$ cat src/sv/bfx_pkg.sv
// bfx_pkg: shared types, hash constants and the round and finalisation
// microcode for the XXH64 double-hash Bloom filter. No dependencies.
`timescale 1ns / 1ps

package bfx_pkg;

  localparam logic [63:0] SEED_A = 64'h44824EDFA779737D;
  localparam logic [63:0] SEED_B = 64'h90948FBEF5B0B8EB;
  localparam logic [63:0] PR1    = 64'h9E3779B185EBCA87;
  localparam logic [63:0] PR2    = 64'hC2B2AE3D27D4EB4F;
  localparam logic [63:0] PR3    = 64'h165667B19E3779F9;
  localparam logic [63:0] PR4    = 64'h85EBCA77C2B2AE63;
  localparam logic [63:0] PR5    = 64'h27D4EB2F165667C5;

  typedef struct packed {
    logic       op;
    logic [7:0] data_byte;
    logic       byte_valid;
    logic       last;
  } bfx_in_t;

  typedef struct packed {
    logic done_op;
    logic present;
  } bfx_out_t;

  // Datapath operations
  typedef enum logic [4:0] {
    OP_NOP, OP_CLR, OP_ACCEPT, OP_MUL, OP_MOD, OP_ACC_ADDROT, OP_ACC_FROM_T,
    OP_T_ROT, OP_H_ZERO, OP_H_SEED, OP_H_ADD_ROTV, OP_H_ADD_LEN, OP_H_XOR_T,
    OP_H_ROT, OP_H_SET_T, OP_H_SHXOR, OP_PROBE_RD, OP_PROBE_CHK, OP_EMIT
  } dp_op_t;

  // Multiplier operand sources
  typedef enum logic [2:0] {
    SRC_STRIPE, SRC_LANE64, SRC_LANE32, SRC_BYTE, SRC_ACC, SRC_H, SRC_T
  } src_t;

  typedef enum logic [2:0] {K_ZERO, K_PR1, K_PR2, K_PR3, K_PR4, K_PR5} kon_t;

  // Microcode segments
  typedef enum logic [3:0] {
    SEG_ROUND, SEG_BIG, SEG_MERGE, SEG_SMALL, SEG_LEN,
    SEG_TAIL8, SEG_TAIL4, SEG_TAIL1, SEG_AVAL
  } seg_t;

  typedef struct packed {
    dp_op_t      op;
    src_t        src;
    kon_t        kon;
    logic [5:0]  rot;
    logic [3:0]  padv;
    logic [1:0]  ln;
    logic        ln_ctr;
    logic        fin;
  } uinstr_t;

  typedef struct packed {
    dp_op_t      op;
    src_t        src;
    kon_t        kon;
    logic [5:0]  rot;
    logic [3:0]  padv;
    logic [1:0]  lane;
    logic        seed;
    logic        first;
    logic        hit;
  } dp_cmd_t;

  typedef struct packed {
    logic unit_done;
    logic fill_full;
    logic len_ge32;
    logic rem_ge8;
    logic rem_ge4;
    logic rem_gt0;
    logic bit_set;
    logic query;
    logic clr_last;
  } dp_stat_t;

  function automatic logic [63:0] kval(kon_t k);
    logic [63:0] v;
    case (k)
      K_PR1:   v = PR1;
      K_PR2:   v = PR2;
      K_PR3:   v = PR3;
      K_PR4:   v = PR4;
      K_PR5:   v = PR5;
      default: v = 64'd0;
    endcase
    return v;
  endfunction

  function automatic logic [63:0] rotl64(logic [63:0] x, logic [5:0] r);
    return (x << r) | (x >> (7'd64 - {1'b0, r}));
  endfunction

  // Initial accumulator lane k for seed select s
  function automatic logic [63:0] seed_lane(logic s, logic [1:0] k);
    logic [63:0] sd;
    logic [63:0] v;
    sd = s ? SEED_B : SEED_A;
    case (k)
      2'd0:    v = sd + PR1 + PR2;
      2'd1:    v = sd + PR2;
      2'd2:    v = sd;
      default: v = sd - PR1;
    endcase
    return v;
  endfunction

  function automatic uinstr_t mk(dp_op_t op, src_t s, kon_t k, logic [5:0] rot,
                                 logic [3:0] padv, logic [1:0] ln, logic lnc,
                                 logic fin);
    uinstr_t u;
    u.op = op; u.src = s; u.kon = k; u.rot = rot; u.padv = padv;
    u.ln = ln; u.ln_ctr = lnc; u.fin = fin;
    return u;
  endfunction

  // Microcode: one instruction per (segment, step)
  function automatic uinstr_t ucode(seg_t seg, logic [2:0] step);
    uinstr_t u;
    u = mk(OP_NOP, SRC_H, K_ZERO, 6'd0, 4'd0, 2'd0, 1'b0, 1'b1);
    case (seg)
      SEG_ROUND: begin
        case (step)
          3'd0: u = mk(OP_MUL, SRC_STRIPE, K_PR2, 6'd0, 4'd0, 2'd0, 1'b1, 1'b0);
          3'd1: u = mk(OP_ACC_ADDROT, SRC_ACC, K_ZERO, 6'd31, 4'd0, 2'd0, 1'b1, 1'b0);
          3'd2: u = mk(OP_MUL, SRC_ACC, K_PR1, 6'd0, 4'd0, 2'd0, 1'b1, 1'b0);
          3'd3: u = mk(OP_ACC_FROM_T, SRC_ACC, K_ZERO, 6'd0, 4'd0, 2'd0, 1'b1, 1'b1);
          default: ;
        endcase
      end
      SEG_BIG: begin
        case (step)
          3'd0: u = mk(OP_H_ZERO, SRC_H, K_ZERO, 6'd0, 4'd0, 2'd0, 1'b0, 1'b0);
          3'd1: u = mk(OP_H_ADD_ROTV, SRC_ACC, K_ZERO, 6'd1, 4'd0, 2'd0, 1'b0, 1'b0);
          3'd2: u = mk(OP_H_ADD_ROTV, SRC_ACC, K_ZERO, 6'd7, 4'd0, 2'd1, 1'b0, 1'b0);
          3'd3: u = mk(OP_H_ADD_ROTV, SRC_ACC, K_ZERO, 6'd12, 4'd0, 2'd2, 1'b0, 1'b0);
          3'd4: u = mk(OP_H_ADD_ROTV, SRC_ACC, K_ZERO, 6'd18, 4'd0, 2'd3, 1'b0, 1'b1);
          default: ;
        endcase
      end
      SEG_MERGE: begin
        case (step)
          3'd0: u = mk(OP_MUL, SRC_ACC, K_PR2, 6'd0, 4'd0, 2'd0, 1'b1, 1'b0);
          3'd1: u = mk(OP_T_ROT, SRC_T, K_ZERO, 6'd31, 4'd0, 2'd0, 1'b1, 1'b0);
          3'd2: u = mk(OP_MUL, SRC_T, K_PR1, 6'd0, 4'd0, 2'd0, 1'b1, 1'b0);
          3'd3: u = mk(OP_H_XOR_T, SRC_T, K_ZERO, 6'd0, 4'd0, 2'd0, 1'b1, 1'b0);
          3'd4: u = mk(OP_MUL, SRC_H, K_PR1, 6'd0, 4'd0, 2'd0, 1'b1, 1'b0);
          3'd5: u = mk(OP_H_SET_T, SRC_T, K_PR4, 6'd0, 4'd0, 2'd0, 1'b1, 1'b1);
          default: ;
        endcase
      end
      SEG_SMALL: u = mk(OP_H_SEED, SRC_H, K_PR5, 6'd0, 4'd0, 2'd0, 1'b0, 1'b1);
      SEG_LEN:   u = mk(OP_H_ADD_LEN, SRC_H, K_ZERO, 6'd0, 4'd0, 2'd0, 1'b0, 1'b1);
      SEG_TAIL8: begin
        case (step)
          3'd0: u = mk(OP_MUL, SRC_LANE64, K_PR2, 6'd0, 4'd0, 2'd0, 1'b0, 1'b0);
          3'd1: u = mk(OP_T_ROT, SRC_T, K_ZERO, 6'd31, 4'd0, 2'd0, 1'b0, 1'b0);
          3'd2: u = mk(OP_MUL, SRC_T, K_PR1, 6'd0, 4'd0, 2'd0, 1'b0, 1'b0);
          3'd3: u = mk(OP_H_XOR_T, SRC_T, K_ZERO, 6'd0, 4'd0, 2'd0, 1'b0, 1'b0);
          3'd4: u = mk(OP_H_ROT, SRC_H, K_ZERO, 6'd27, 4'd0, 2'd0, 1'b0, 1'b0);
          3'd5: u = mk(OP_MUL, SRC_H, K_PR1, 6'd0, 4'd0, 2'd0, 1'b0, 1'b0);
          3'd6: u = mk(OP_H_SET_T, SRC_T, K_PR4, 6'd0, 4'd8, 2'd0, 1'b0, 1'b1);
          default: ;
        endcase
      end
      SEG_TAIL4: begin
        case (step)
          3'd0: u = mk(OP_MUL, SRC_LANE32, K_PR1, 6'd0, 4'd0, 2'd0, 1'b0, 1'b0);
          3'd1: u = mk(OP_H_XOR_T, SRC_T, K_ZERO, 6'd0, 4'd0, 2'd0, 1'b0, 1'b0);
          3'd2: u = mk(OP_H_ROT, SRC_H, K_ZERO, 6'd23, 4'd0, 2'd0, 1'b0, 1'b0);
          3'd3: u = mk(OP_MUL, SRC_H, K_PR2, 6'd0, 4'd0, 2'd0, 1'b0, 1'b0);
          3'd4: u = mk(OP_H_SET_T, SRC_T, K_PR3, 6'd0, 4'd4, 2'd0, 1'b0, 1'b1);
          default: ;
        endcase
      end
      SEG_TAIL1: begin
        case (step)
          3'd0: u = mk(OP_MUL, SRC_BYTE, K_PR5, 6'd0, 4'd0, 2'd0, 1'b0, 1'b0);
          3'd1: u = mk(OP_H_XOR_T, SRC_T, K_ZERO, 6'd0, 4'd0, 2'd0, 1'b0, 1'b0);
          3'd2: u = mk(OP_H_ROT, SRC_H, K_ZERO, 6'd11, 4'd0, 2'd0, 1'b0, 1'b0);
          3'd3: u = mk(OP_MUL, SRC_H, K_PR1, 6'd0, 4'd0, 2'd0, 1'b0, 1'b0);
          3'd4: u = mk(OP_H_SET_T, SRC_T, K_ZERO, 6'd0, 4'd1, 2'd0, 1'b0, 1'b1);
          default: ;
        endcase
      end
      SEG_AVAL: begin
        case (step)
          3'd0: u = mk(OP_H_SHXOR, SRC_H, K_ZERO, 6'd33, 4'd0, 2'd0, 1'b0, 1'b0);
          3'd1: u = mk(OP_MUL, SRC_H, K_PR2, 6'd0, 4'd0, 2'd0, 1'b0, 1'b0);
          3'd2: u = mk(OP_H_SET_T, SRC_T, K_ZERO, 6'd0, 4'd0, 2'd0, 1'b0, 1'b0);
          3'd3: u = mk(OP_H_SHXOR, SRC_H, K_ZERO, 6'd29, 4'd0, 2'd0, 1'b0, 1'b0);
          3'd4: u = mk(OP_MUL, SRC_H, K_PR3, 6'd0, 4'd0, 2'd0, 1'b0, 1'b0);
          3'd5: u = mk(OP_H_SET_T, SRC_T, K_ZERO, 6'd0, 4'd0, 2'd0, 1'b0, 1'b0);
          3'd6: u = mk(OP_H_SHXOR, SRC_H, K_ZERO, 6'd32, 4'd0, 2'd0, 1'b0, 1'b0);
          3'd7: u = mk(OP_MOD, SRC_H, K_ZERO, 6'd0, 4'd0, 2'd0, 1'b0, 1'b1);
          default: ;
        endcase
      end
      default: ;
    endcase
    return u;
  endfunction

endpackage

$ cat src/sv/bfx_ctrl.sv
// bfx_ctrl: controller state machine; sequences byte intake, stripe rounds,
// finalisation microcode, modulo, probes and the result. Depends on bfx_pkg.
`timescale 1ns / 1ps

module bfx_ctrl import bfx_pkg::*; #(
  parameter int PROBE_COUNT = 7,
  localparam int PW = $clog2(PROBE_COUNT + 1)
) (
  input  logic     clk,
  input  logic     rst,
  input  logic     start,
  input  bfx_in_t  req,
  output logic     busy,
  output dp_cmd_t  cmd,
  input  dp_stat_t stat
);

  typedef enum logic [2:0] {
    S_CLEAR, S_IDLE, S_RUN, S_FIN, S_TAIL, S_PROBE_RD, S_PROBE_CHK, S_EMIT
  } state_t;

  state_t        state;
  seg_t          seg;
  logic [2:0]    step;
  logic [2:0]    cnt;
  logic          seed;
  logic          waiting;
  logic          last_pend;
  logic          elem_open;
  logic          hit;
  logic [PW-1:0] pcnt;

  uinstr_t cur;
  logic    is_long;
  logic    adv;

  assign cur     = ucode(seg, step);
  assign is_long = (cur.op == OP_MUL) || (cur.op == OP_MOD);
  assign adv     = is_long ? (waiting && stat.unit_done) : 1'b1;
  assign busy    = (state != S_IDLE);

  // command decode
  always_comb begin
    cmd       = '0;
    cmd.op    = OP_NOP;
    cmd.src   = cur.src;
    cmd.kon   = cur.kon;
    cmd.rot   = cur.rot;
    cmd.padv  = cur.padv;
    cmd.seed  = (seg == SEG_ROUND) ? cnt[2] : seed;
    cmd.lane  = (seg == SEG_ROUND || cur.ln_ctr) ? cnt[1:0] : cur.ln;
    cmd.first = !elem_open;
    cmd.hit   = hit;
    unique case (state)
      S_CLEAR:     cmd.op = OP_CLR;
      S_IDLE:      cmd.op = start ? OP_ACCEPT : OP_NOP;
      S_RUN:       cmd.op = waiting ? OP_NOP : cur.op;
      S_PROBE_RD:  cmd.op = OP_PROBE_RD;
      S_PROBE_CHK: cmd.op = OP_PROBE_CHK;
      S_EMIT:      cmd.op = OP_EMIT;
      default:     cmd.op = OP_NOP;
    endcase
  end

  always_ff @(posedge clk) begin
    if (rst) begin
      state     <= S_CLEAR;
      seg       <= SEG_ROUND;
      step      <= 3'd0;
      cnt       <= 3'd0;
      seed      <= 1'b0;
      waiting   <= 1'b0;
      last_pend <= 1'b0;
      elem_open <= 1'b0;
      hit       <= 1'b0;
      pcnt      <= '0;
    end else begin
      unique case (state)
        S_CLEAR: begin
          if (stat.clr_last) begin
            state <= S_IDLE;
          end
        end
        S_IDLE: begin
          if (start) begin
            elem_open <= 1'b1;
            seed      <= 1'b0;
            last_pend <= req.last;
            if (req.byte_valid && stat.fill_full) begin
              state <= S_RUN;
              seg   <= SEG_ROUND;
              step  <= 3'd0;
              cnt   <= 3'd0;
            end else if (req.last) begin
              state <= S_FIN;
            end
          end
        end
        S_RUN: begin
          if (is_long && !waiting) begin
            waiting <= 1'b1;
          end else if (adv) begin
            waiting <= 1'b0;
            step    <= step + 3'd1;
            if (cur.fin) begin
              step <= 3'd0;
              case (seg)
                SEG_ROUND: begin
                  cnt <= cnt + 3'd1;
                  if (cnt == 3'd7) begin
                    state <= last_pend ? S_FIN : S_IDLE;
                  end
                end
                SEG_BIG: begin
                  seg <= SEG_MERGE;
                  cnt <= 3'd0;
                end
                SEG_MERGE: begin
                  cnt <= cnt + 3'd1;
                  if (cnt == 3'd3) begin
                    seg <= SEG_LEN;
                  end
                end
                SEG_SMALL: seg <= SEG_LEN;
                SEG_AVAL: begin
                  if (!seed) begin
                    seed  <= 1'b1;
                    state <= S_FIN;
                  end else begin
                    pcnt  <= '0;
                    state <= S_PROBE_RD;
                  end
                end
                default: state <= S_TAIL;
              endcase
            end
          end
        end
        // choose head form for this seed
        S_FIN: begin
          seg   <= stat.len_ge32 ? SEG_BIG : SEG_SMALL;
          step  <= 3'd0;
          state <= S_RUN;
        end
        // choose next tail segment from bytes still unconsumed
        S_TAIL: begin
          if (stat.rem_ge8) begin
            seg <= SEG_TAIL8;
          end else if (stat.rem_ge4) begin
            seg <= SEG_TAIL4;
          end else if (stat.rem_gt0) begin
            seg <= SEG_TAIL1;
          end else begin
            seg <= SEG_AVAL;
          end
          step  <= 3'd0;
          state <= S_RUN;
        end
        S_PROBE_RD: state <= S_PROBE_CHK;
        S_PROBE_CHK: begin
          if (stat.query && !stat.bit_set) begin
            hit   <= 1'b0;
            state <= S_EMIT;
          end else if (pcnt == PW'(PROBE_COUNT - 1)) begin
            hit   <= stat.query;
            state <= S_EMIT;
          end else begin
            pcnt  <= pcnt + PW'(1);
            state <= S_PROBE_RD;
          end
        end
        S_EMIT: begin
          elem_open <= 1'b0;
          state     <= S_IDLE;
        end
        default: state <= S_IDLE;
      endcase
    end
  end

  a_wait_run: assert property (@(posedge clk) disable iff (rst)
    waiting |-> (state == S_RUN && is_long))
    else $error("waiting outside a multi-cycle step");
  a_chk_order: assert property (@(posedge clk) disable iff (rst)
    (state == S_PROBE_CHK) |-> ($past(state) == S_PROBE_RD))
    else $error("probe check without preceding read");

endmodule

$ cat config.mk
export PLATFORM = sky130hd
export DESIGN_NAME = bfx_ctrl
export DESIGN_NICKNAME = d
export VERILOG_FILES = /design/src/sv/bfx_pkg.sv /design/src/sv/bfx_ctrl.sv
export SDC_FILE = /design/constraint.sdc
export NUM_CORES = 1
export LEC_CHECK = 0
export BUFFER_PORTS_ARGS = -buffer_cell sky130_fd_sc_hd__buf_4
export CAP_MARGIN = 20
export CORE_MARGIN = 2
export CORE_UTILIZATION = 55
export CTS_BUF_LIST = sky130_fd_sc_hd__clkbuf_16
export DETAILED_ROUTE_END_ITERATION = 7
export PLACE_DENSITY = 0.78
export RECOVER_POWER = 50
export SLEW_MARGIN = 20
export SYNTH_ARGS = -nofsm -noshare
export SYNTH_HDL_FRONTEND = slang
export SYNTH_SLANG_ARGS = --single-unit
$ cat constraint.sdc
create_clock -name clk -period 4.9 [get_ports clk]
set_input_delay 0.98 -clock clk [delete_from_list [all_inputs] [get_ports clk]]
set_output_delay 0.98 -clock clk [all_outputs]
set_load 0.02 [all_outputs]
==> results.md, run 1 <==
- The sum of buffers and inverters on the critical path is 2.
- Of the post-synthesis cell area, the dominant cell type holds 22.0%.
- The DRC violation count after routing is 0.
- The placed standard-cell area is between 0.003 and 0.004 mm².
- The clock latency at the later pin of the worst-skew pair is 0.28 ns.
- Row generation in the floorplan step produced 26 rows.
- The type of the tightest min-delay check is reg2reg.
- The final count of hold timing violations is 0.
- The post-route cell area is 0.00332 mm².
- The die span in y is ~78 µm.
- The via count of the first global-routing pass is ~2900.
- The most used flip-flop cell after synthesis is sky130_fd_sc_hd__dfxtp_1.
- Ranked by instance count, the synthesized netlist is headed by sky130_fd_sc_hd__a21oi_1, sky130_fd_sc_hd__nand2_1, sky130_fd_sc_hd__nor2_1.
- The worst register-to-register path has a setup slack of 0.63 ns.
- Along the worst path, the maximum fanout reaches 12.
- The run finished with clean final reports.
- The clock tree buffer depth is 2.
- The synthesized instance count is approximately 420.
- sky130_fd_sc_hd__dfxtp_1 takes more of the synthesized area than any other cell.
- The area used by sequential logic in the layout is 661 µm².
- Setup repair after global routing left no endpoint under its margin.
- Cell internal power was estimated by the tool at about 780 µW.
- The netlist uses 68 different library cells.
- After filler insertion, the fill cell instance count of the layout stands at 498.
- The number of cells on the worst reg-to-reg path is 12.
- The required time at the worst-slack endpoint is 3.92 ns.
- The effective utilization at floorplan is 58.0%.
- After legalization and detailed placement, the total HPWL measured slightly above 6000 µm.
- Sequential cells account for 27.1% of the total power.
- In this run, post-CTS repair resized a total of 0 instances.
- The post-route netlist has 10.8% of its cells at a drive strength greater than 1.
- The global-route wire length before repair is 14400 µm.
- At the end of routability-driven placement, the weighted congestion stood at 0.985.
- The maximum number of pins on one net before global-route repair is 30.
- The count of nets after finishing is 476.
- The number of cells on the worst hold path is 2.
- The synthesized net count is 459.
- For this block, the routed nets add up to ~8600 µm of wire.
- TritonCTS built the clock tree.
- For this design, the sink count on the clock tree is 33.
- The slew at the pin closest to its max-slew limit is 0.914 ns.
- The arrival time of the worst setup path is 3.33 ns.
- The worst setup path is launched from a flop.
- The delay contributed by the slowest stage of the critical path is 0.56 ns.
- The count of final max-slew check failures is 0.
- The post-synthesis sequential area ratio is 22.0%.
- After detailed routing, the number of vias per cell comes to approximately 6.5.
- Of the available clock period, the critical path in the final layout requires between 80 and 90%.
- The count of cell instances traversed by the critical path is 10.
- Across the run, the number of max-cap violations was 0.
- STA classifies the critical path endpoint as an output port.
- The number of placed I/O pins is 50.
- The die width is 77.8 µm.
- The floorplan step defined a die boundary enclosing about 0.0061 mm².
- The setup TNS after final layout is 0 ns.
- The highest achievable clock rate is around 0.23 GHz.
- For the final database, setup skew stands at 0.00632 ns.
- The number of antenna-violating nets in the routed design is 0.
- From synthesis to final layout, the design area changed by 10.8%.
- The worst IR drop on VDD is about 0.00020 V.
- The slowest cell on the critical path is sky130_fd_sc_hd__dfxtp_1.
- Walking the worst path, the cells encountered are inv_1 > ha_1 > or3_1 > o21ai_0 > o221ai_1 > nor2_1 > nor3_1 > a211oi_1 > a21oi_1 > buf_4.
- The clock-pin slew on the worst setup and hold paths is 0.05 ns.
- The analysis attributes to net switching a power of 637 µW.
- The CTS root buffer is sky130_fd_sc_hd__clkbuf_16.
- The number of hold-repair buffers added at the cts stage is 0.
- The routed layout has 3284 vias.
- Power spread over the standard cell area amounts to about 430 mW/mm².
- The leakage power figure is 1.26 nW.
- The number of synthesized register bits is 33.
- Global routing consumed, over all layers together, between 20 and 30% of the routing resources.
- The count of buffers added by post-CTS timing repair for setup is 0.
- The critical path is of the reg2out type.
- Subtracting the final worst setup slack from the clock period gives roughly 4.3 ns.
- Summing all multi-input logic gate instances after layout gives between 0.002 and 0.0025 mm².
- Yosys attributes the largest share of cell area to sky130_fd_sc_hd__dfxtp_1, sky130_fd_sc_hd__a21oi_1, sky130_fd_sc_hd__ha_1.
- The core box area is 0.00517 mm².
- The total number of yosys warnings is 0.
- TritonCTS created 5 clock buffers.
- The worst hold margin is 0.481 ns.
- The fraction of synthesis flops using an asynchronous set or reset pin is 0%.
- Before antenna repair, the detailed router went through 5 iterations.
- The violation count after the first detailed-routing iteration is between 500 and 600.
- Averaged over all synthesized cells, the footprint is 7.15 µm².
- The mapped cell area is 0.00300 mm².
- The total overflow left after global routing is 0.
- The family of cells with the greatest summed delay on the critical path is compound AO/OA/AOI/OAI gates.
- The proportion of power drawn by combinational gates is 51.7%.
- Of the total power, the clock network draws 21.3%.
- In this run, synthesis inferred 0 flip-flops with an integrated enable.
- The H-tree depth is 2.
- After detailed routing, the average wire length per cell comes to 17.0 µm.
- The headroom to the max-slew limit is about two fifths.
- Setup violations remaining at the end of the flow were counted as 0.
- Port buffering added 39 buffers.
- The number of diodes is 0.
- The number of antenna violations at the first check in global routing is 0.
- Net switching is around 45% of the power.
[cells in the final DEF (no fill, tap or decap), types with 6 or more instances in the layout]
cell type | synthesis | final
sky130_fd_sc_hd__a21oi_1 | 44 | 44
sky130_fd_sc_hd__nand2_1 | 44 | 44
sky130_fd_sc_hd__nor2_1 | 37 | 37
sky130_fd_sc_hd__dfxtp_1 | 33 | 33
sky130_fd_sc_hd__buf_4 | 3 | 29
sky130_fd_sc_hd__o21ai_0 | 23 | 24
sky130_fd_sc_hd__inv_1 | 18 | 19
sky130_fd_sc_hd__ha_1 | 17 | 17
sky130_fd_sc_hd__nor3_1 | 16 | 16
sky130_fd_sc_hd__nand2b_1 | 12 | 12
sky130_fd_sc_hd__nand3_1 | 12 | 12
sky130_fd_sc_hd__clkbuf_1 | 11 | 12
sky130_fd_sc_hd__nor2b_1 | 11 | 11
sky130_fd_sc_hd__or3_1 | 9 | 9
sky130_fd_sc_hd__o211ai_1 | 8 | 9
sky130_fd_sc_hd__o22ai_1 | 7 | 7
sky130_fd_sc_hd__a31oi_1 | 6 | 6
[path summary, 6_finish.rpt]
check | startpoint | endpoint
setup / recovery | step[0] | cmd[22]
hold / removal | pcnt[0] | pcnt[0]
setup reg to reg | step[0] | flop
hold reg to reg | pcnt[0] | pcnt[0]
[cell families (layout without fill, tap and decap cells)]
kind of cell	Yosys count	after routing	synth area share, %
buffers and inverters	50	67	7.55
muxes	9	9	3.80
AOI/OAI and AO/OA	135	135	29.3
and+or+nand+nor	174	174	30.1
DFF	33	33	22.0
other	1	1	0.125
adders and majority gates	17	17	7.10
[area by class of cell]
class                   count  share of cell area (%)
multi-input cells         336                    63.3
flip-flops and latches     33                    19.9
repair buffers             41                    7.91
clock buffers               5                    3.77
well taps                  70                    2.64
inverters                  19                    2.15
clock inverters             2                   0.339
[routing by layer]
metal,GRT usage [%],share of wire (%),vias to the layer above
met5,0,0,-
met3,6.28,9.0,34
met2,45.4,45,186
li1,-,-,1551
met4,10.2,2.5,0
met1,39.7,43,1513
[power groups by stage]
stage	Sequential (mW)	Clock, mW	Combinational (mW)
2_1_floorplan	0.332	0	0.582
3_3_place_gp	0.383	0	0.718
3_5_place_dp	0.385	0	0.727
4_1_cts	0.380	0.301	0.730
5_1_grt	0.389	0.313	0.791
6_report	0.383	0.301	0.731
[stage by stage]
stage	setup slack, ns	std cells	util, %	power, mW
after floorplan	1.38	419	-	0.914
after global placement	0.916	499	62.7	1.10
after detailed placement	0.881	499	62.7	1.11
after CTS	0.846	506	65.4	1.41
after global routing	0.448	506	64.2	1.49
final	0.595	506	64.2	1.42
[worst reg2reg max path, cell delays in order (launching register included)]
cell and delay, ns:
sky130_fd_sc_hd__dfxtp_1 0.56, sky130_fd_sc_hd__inv_1 0.14, sky130_fd_sc_hd__ha_1 0.41, sky130_fd_sc_hd__or3_1 0.43
sky130_fd_sc_hd__o21ai_0 0.49, sky130_fd_sc_hd__o221ai_1 0.31, sky130_fd_sc_hd__o21a_1 0.28, sky130_fd_sc_hd__mux2i_4 0.30
sky130_fd_sc_hd__o21bai_1 0.20, sky130_fd_sc_hd__or2_2 0.34, sky130_fd_sc_hd__a21o_1 0.23, sky130_fd_sc_hd__ha_1 0.21
sky130_fd_sc_hd__mux2_2 0.26
Note: power is estimated with default switching activity, not from simulation.
==> inputs of run 2 (changes only) <==
--- a/config.mk
+++ b/config.mk
@@ -7,11 +7,11 @@
 export LEC_CHECK = 0
 export BUFFER_PORTS_ARGS = -buffer_cell sky130_fd_sc_hd__buf_4
 export CAP_MARGIN = 20
-export CORE_MARGIN = 2
-export CORE_UTILIZATION = 55
+export CORE_MARGIN = 8
+export CORE_UTILIZATION = 57
 export CTS_BUF_LIST = sky130_fd_sc_hd__clkbuf_16
 export DETAILED_ROUTE_END_ITERATION = 7
-export PLACE_DENSITY = 0.78
+export PLACE_DENSITY = 0.81
 export RECOVER_POWER = 50
 export SLEW_MARGIN = 20
 export SYNTH_ARGS = -nofsm -noshare
==> run 2 against run 1 <==
Against the previous run:
- critical path depth unchanged
- utilization increased by 1.7 points
- critical path type unchanged
- routed wire length increased by 3.4%
- register-to-register slack improved by 0.08 ns
- setup slack improved by 0.011 ns
- die area increased by 29%
- cell count increased by 0.79%
- via count increased by 0.43%
- cell area increased by 1.4%
==> results.md, run 2 (synthesized netlist as in run 1, its figures left out) <==
- The internal power of the cells is 828 µW.
- Once the clock tree was built, the resizer swapped 0 gates to a different size.
- The via count of the first global-routing pass is around 3000.
- The share of total power dissipated in sequential elements is 25.8%.
- The DRC violation count after routing is 0.
- The worst register-to-register path begins at step[0].
- Of the cells placed in the final design, the portion with a size suffix greater than 1 is 11.4%.
- The count of final max-slew check failures is 0.
- The clock network is responsible for about a quarter of the overall power.
- The largest fanout of any net on the critical path is 12.
- The flow ran to the end, and the final reports show no timing, DRC or antenna violations.
- After detailed routing, the number of vias per cell comes to 6.47.
- In this run the remaining antenna-violating nets after routing total 0.
- Buffers added to address setup during post-CTS repair amount to 0.
- The number of sinks driven by the clock tree is 33.
- TritonCTS created 5 clock buffers.
- The first global-routing pass estimated 14300 µm of wire.
- Measured against its own limit, the worst slew margin works out to 26.5%.
- The number of cells on the worst reg-to-reg path is 12.
- In this run, placement finished with an instance count of 502.
- The placed wire-length estimate is 6440 µm.
- The die outline area is 0.00784 mm².
- Leaving out fill and tap cells, the most frequent cells in the layout are sky130_fd_sc_hd__a21oi_1, sky130_fd_sc_hd__nand2_1, sky130_fd_sc_hd__nor2_1.
- The routed design could run at a clock period as short as 4.29 ns.
- The number of hold-repair buffers added at the cts stage is 0.
- The clock latency at the later pin of the worst-skew pair is 0.28 ns.
- The post-route cell area is 0.00337 mm².
- The switching share of power is 43.6%.
- The proportion of power drawn by combinational gates is 50.0%.
- From bottom edge to top edge, the die measures 88.5 µm.
- The global-route usage over all layers is a little under a quarter.
- The worst setup path is launched from a flop.
- The number of antenna violations at the first check in global routing is 0.
- The H-tree depth is 2.
- The placer's final routability congestion estimate is just under 1.
- The core box area is 0.00511 mm².
- The start point of the worst min-delay path is cnt[2].
- In this run the horizontal extent of the chip is about 90 µm.
- The count of fill cells added during filler insertion is 473.
- CTS placed an instance of sky130_fd_sc_hd__clkbuf_16 at the clock tree root.
- The portion of the clock cycle consumed by the worst path in the final layout is a little under 90%.
- For this block, the via count after detailed routing is 3298.
- The routed length per instance is 17.5 µm.
- The worst setup path is captured at an output port.
- The detailed router finished its first iteration with around 350 violations.
- The setup TNS after final layout is 0 ns.
- The effective utilization at floorplan is about three fifths.
- Setup violations remaining at the end of the flow were counted as 0.
- The first detailed-routing pass ran for 6 iterations.
- The final count of hold timing violations is 0.
- Compared with the post-synthesis result, the final layout area differs by 12.3%.
- The type of the tightest min-delay check is reg2reg.
- The post-detailed-routing wire length is just under 9000 µm.
- Dividing total power by cell area gives a power density of 436 mW/mm².
- The slew at the pin closest to its max-slew limit is roughly 1.1 ns.
- The leakage power figure is 1.28 nW.
- The total net switching power is 639 µW.
- The maximum number of pins on one net before global-route repair is 30.
- Following the worst setup path forward leads to its endpoint at cmd[22].
- The number of diodes is 0.
- The number of non-filler instances in the completed layout is 510.
- The setup check on the worst reg-to-reg path leaves a slack of 0.71 ns.
- The number of input and output port buffers inserted is 39.
- The number of cell rows is 26.
- The highest achievable clock rate is 0.233 GHz.
- The worst IR drop on VDD is 0.000251 V.
- TritonCTS built the clock tree.
- For the final database, setup skew stands at 0.00679 ns.
- In this run the worst setup path begins at step[0].
- Setup repair after global routing left no endpoint under its margin.
- Once placement finished, the instance area stood at 0.00327 mm².
- The tool flagged a number of max-cap violations equal to 0.
- The net count of the finished layout is about 480.
- The required time at the worst-slack endpoint is 3.92 ns.
- The clock tree buffer depth is 2.
- The number of placed I/O pins is 50.
- At the worst endpoint, the arrival time is roughly 3.3 ns.
- The clock-pin slew on the worst setup and hold paths is approximately 0.060 ns.
- The startpoint-to-endpoint class of the critical path is reg2out.
- Global routing finished with a remaining overflow of 0.
[run 2: cell count changes in the layout (fill, tap and decap cells not counted), sizes merged]
cell      change
clkbuf        +2
buf           +1
bufinv        +1
clkinvlp      -1
inv           +1
[run 2: worst min path at each step]
stage             end  slack [ns]  cells after the start
2_1_floorplan  cnt[1]        0.45                      2
3_3_place_gp   cnt[2]        0.46                      2
3_5_place_dp   cnt[2]        0.47                      2
4_1_cts        cnt[2]        0.48                      2
5_1_grt        cnt[2]        0.50                      2
6_report       cnt[2]        0.47                      2
[run 2: worst max-delay path, cell delays in order, from the launching register on]
cell                       delay, ns
sky130_fd_sc_hd__dfxtp_1        0.57
sky130_fd_sc_hd__inv_1          0.15
sky130_fd_sc_hd__ha_1           0.40
sky130_fd_sc_hd__or3_1          0.43
sky130_fd_sc_hd__o21ai_0        0.47
sky130_fd_sc_hd__o221ai_1       0.28
sky130_fd_sc_hd__nor2_1         0.17
sky130_fd_sc_hd__nor3_1         0.08
sky130_fd_sc_hd__a211oi_1       0.22
sky130_fd_sc_hd__a21oi_1        0.07
sky130_fd_sc_hd__buf_4          0.20
[run 2: routing by layer]
layer  vias to the layer above  track usage, %  share of wire [%]
li1                       1558               -                  -
met1                      1519            29.6                 42
met2                       201            36.7                 47
met3                        20            3.99                9.2
met4                         0            6.91                1.7
met5                         -               0                  0
[run 2: power by group through the flow]
| stage | clock (mW) | combinational (mW) | sequential, mW |
|---|---|---|---|
| final | 0.355 | 0.734 | 0.379 |
| after global routing | 0.370 | 0.798 | 0.385 |
| after CTS | 0.357 | 0.747 | 0.376 |
| after detailed placement | 0 | 0.743 | 0.381 |
| after global placement | 0 | 0.729 | 0.379 |
| after floorplan | 0 | 0.582 | 0.332 |
[run 2: metrics by stage]
| step | setup slack [ns] | hold WS [ns] | utilization, % | power, mW |
|---|---|---|---|---|
| floorplan | 1.38 | 0.449 | - | 0.914 |
| finish | 0.606 | 0.474 | 65.9 | 1.47 |
| global route | 0.358 | 0.501 | 65.9 | 1.55 |
| global placement | 0.919 | 0.457 | 64.0 | 1.11 |
| CTS | 0.804 | 0.477 | 67.1 | 1.48 |
| detailed placement | 0.874 | 0.469 | 64.0 | 1.12 |
[run 2: area by class of cell]
class | instances | area [µm²] | area share (%)
Clock buffer | 5 | 125 | 3.72
Tap cell | 70 | 87.6 | 2.60
Sequential cell | 33 | 661 | 19.6
Clock inverter | 3 | 37.5 | 1.11
Inverter | 19 | 71.3 | 2.12
Timing Repair Buffer | 44 | 278 | 8.25
Multi-Input combinational cell | 336 | 2110 | 62.6
==> inputs of run 3 (changes only) <==
--- a/config.mk
+++ b/config.mk
@@ -7,7 +7,6 @@
 export LEC_CHECK = 0
 export BUFFER_PORTS_ARGS = -buffer_cell sky130_fd_sc_hd__buf_4
 export CAP_MARGIN = 20
-export CORE_MARGIN = 8
 export CORE_UTILIZATION = 57
 export CTS_BUF_LIST = sky130_fd_sc_hd__clkbuf_16
 export DETAILED_ROUTE_END_ITERATION = 7
==> run 3 against run 2 <==
Against the previous run:
- global-route usage up 9.1 points
- clock skew down 0.0020 ns
- largest power group unchanged
- first-iteration DRC count up 60%
- maximum frequency up 0.82%
- sequential power about the same
- largest cell class unchanged
==> results.md, run 3 (synthesized netlist as in run 1, its figures left out) <==
- 50 I/O pins were placed.
- The category of the worst setup path capture point is an output port.
- The count of nets after finishing is 477.
- The clock-pin slew on the worst setup and hold paths is 0.05 ns.
- The number of sinks driven by the clock tree is 33.
- STA puts the critical path data arrival time at around 3.3 ns.
- During placement, the flow inserted port buffers numbering 39.
- Summed over all cells, the static leakage comes to 1.28 nW.
- The headroom to the max-slew limit is between 40% and 50%.
- The via count of the first global-routing pass was approximately 2800.
- The area overhead of the layout relative to synthesis is 11.9%.
- The run finished with clean final reports.
- After detailed routing, the average wire length per cell comes to 16.8 µm.
- The startpoint-to-endpoint class of the critical path is reg2out.
- The count of endpoints failing setup in the final report is 0.
- The portion of the clock cycle consumed by the worst path in the final layout is 86.9%.
- The H-tree depth is 2.
- For the finished layout, the period the worst path requires is 4.26 ns.
- The count of final max-slew check failures is 0.
- Setup repair after global routing left no endpoint under its margin.
- The floorplan has 26 rows.
- The global-route usage over all layers is 31.8%.
- The clock tree buffer depth is 2.
- The total congestion overflow after global routing is 0.
- STA classifies the critical path startpoint as a flop.
- 0 antenna diodes ended up in the layout.
- The effective utilization at floorplan is 59.1%.
- For this design, the slowest cell found on the critical path is sky130_fd_sc_hd__dfxtp_1.
- The die covers 0.00555 mm².
- The detailed router finished its first iteration with ~560 violations.
- The die width is around 75 µm.
- The final worst-path setup slack is 0.641 ns.
- The fraction of final layout cells with drive strength greater than 1 is 11.2%.
- Summing internal, switching and leakage power gives 1.47 mW.
- The TritonCTS clock tree is done.
- Hold repair after CTS inserted 0 buffers.
- The floorplan step defined a core boundary enclosing 0.00507 mm².
- The DRC violation count after routing is 0.
- The highest achievable clock rate is 0.235 GHz.
- At the placement stage, the worst setup path has a slack of 0.907 ns.
- The setup slack of the most critical reg-to-reg path is 0.70 ns.
- The setup TNS after final layout is 0 ns.
- The worst hold margin is 0.471 ns.
- Entering global routing, the biggest net connects 30 pins.
- Walking the worst path, the cells encountered are inv_1 > ha_1 > or3_1 > o21ai_0 > o221ai_1 > nor2_1 > nor3_1 > a211oi_1 > a21oi_1 > buf_4.
- The met3 wirelength from detailed routing is 782 µm.
- Wire segments on met2 add up to 3900 µm in the final route.
- The final count of hold timing violations was 0.
- The placer's final routability congestion estimate is 1.02.
- Leaving out fill and tap cells, the most frequent cells in the layout are sky130_fd_sc_hd__a21oi_1, sky130_fd_sc_hd__nand2_1, sky130_fd_sc_hd__nor2_1.
- The global-route wire length before repair is roughly 13000 µm.
- The number of detailed-route iterations in the first pass is 6.
- The max-capacitance violation count is 0.
- Summed over all nets, the half-perimeter wirelength after detailed placement is 6100 µm.
- In this design, the stage delay of the slowest critical-path cell is 0.55 ns.
- The total via count in the routed design is roughly 3300.
- In the routed layout, each cell is associated on average with a via count of ~6.4.
- The length of routed wiring on met1 is roughly 3600 µm.
- Power spread over the standard cell area amounts to 440 mW/mm².
- The number of antenna-violating nets in the routed design is 0.
- Together, buffers and inverters on the worst path number 2.
- The type of the tightest min-delay check is reg2reg.
- Clock tree synthesis selected as its root buffer the cell sky130_fd_sc_hd__clkbuf_16.
- The number of gates resized after CTS was 0.
- The count of buffers added by post-CTS timing repair for setup is 0.
- Summed over all layers, the routed wires come to around 8500 µm.
- Of all nets on the critical path, the largest fanout is 12.
- The worst IR drop on VDD is slightly above 0.0002 V.
- The uppermost signal routing layer after detailed routing is met4.
- Measured along the y axis, the die boundary spans around 75 µm.
- The family of cells with the greatest summed delay on the critical path is compound AO/OA/AOI/OAI gates.
- Across the routed clock network, the largest skew measured is 0.00477 ns.
- The number of buffers added by the clock tree synthesis step is 5.
- The clock latency at the later pin of the worst-skew pair is 0.28 ns.
- For the pin with the worst max-slew slack, the measured transition is 0.884 ns.
- For the worst setup path, the data required time is 3.92 ns.
- The number of antenna violations at the first check in global routing is 0.
- Once layout is complete, the utilization of the core stands at 66.1%.
## run 3: final cells by class
class,instances,area (µm²)
clock buffers,5,125
clock inverters,3,41.3
fillers,458,1720
inverters,19,71.3
multi-input cells,336,2090
flip-flops and latches,33,661
well taps,70,87.6
repair buffers,42,274
## run 3: layer usage
metal	global-route usage (%)	vias to the layer above
li1	-	1553
met1	43.7	1491
met2	48.6	202
met3	4.74	26
met4	15.3	0
met5	0	-
## run 3: report_power, final
group | total, mW | switching, mW | internal, mW
sequential | 0.382 | 0.0768 | 0.305
clock | 0.356 | 0.118 | 0.238
combinational | 0.737 | 0.445 | 0.292
total | 1.47 | 0.640 | 0.835
## run 3: worst reg2reg max path, stage by stage (launching register included)
cell                       delay (ns)
sky130_fd_sc_hd__dfxtp_1         0.55
sky130_fd_sc_hd__inv_1           0.15
sky130_fd_sc_hd__ha_1            0.39
sky130_fd_sc_hd__or3_1           0.42
sky130_fd_sc_hd__o21ai_0         0.47
sky130_fd_sc_hd__o221ai_1        0.28
sky130_fd_sc_hd__o21a_1          0.26
sky130_fd_sc_hd__mux2i_4         0.30
sky130_fd_sc_hd__o21bai_1        0.21
sky130_fd_sc_hd__or2_2           0.35
sky130_fd_sc_hd__a21o_1          0.24
sky130_fd_sc_hd__ha_1            0.21
sky130_fd_sc_hd__mux2_4          0.27
## run 3: final timing paths
kind,startpoint,to,cells past startpoint
min reg2reg,pcnt[1],pcnt[1],2
min,pcnt[1],pcnt[1],2
max reg2reg,step[0],flop,12
max,step[0],cmd[22],10
## run 3: metrics by stage
step                      instances  cell area, µm²
final                           508            3350
after global routing            508            3350
after CTS                       508            3420
after detailed placement        500            3250
after global placement          500            3250
after floorplan                 419            3000
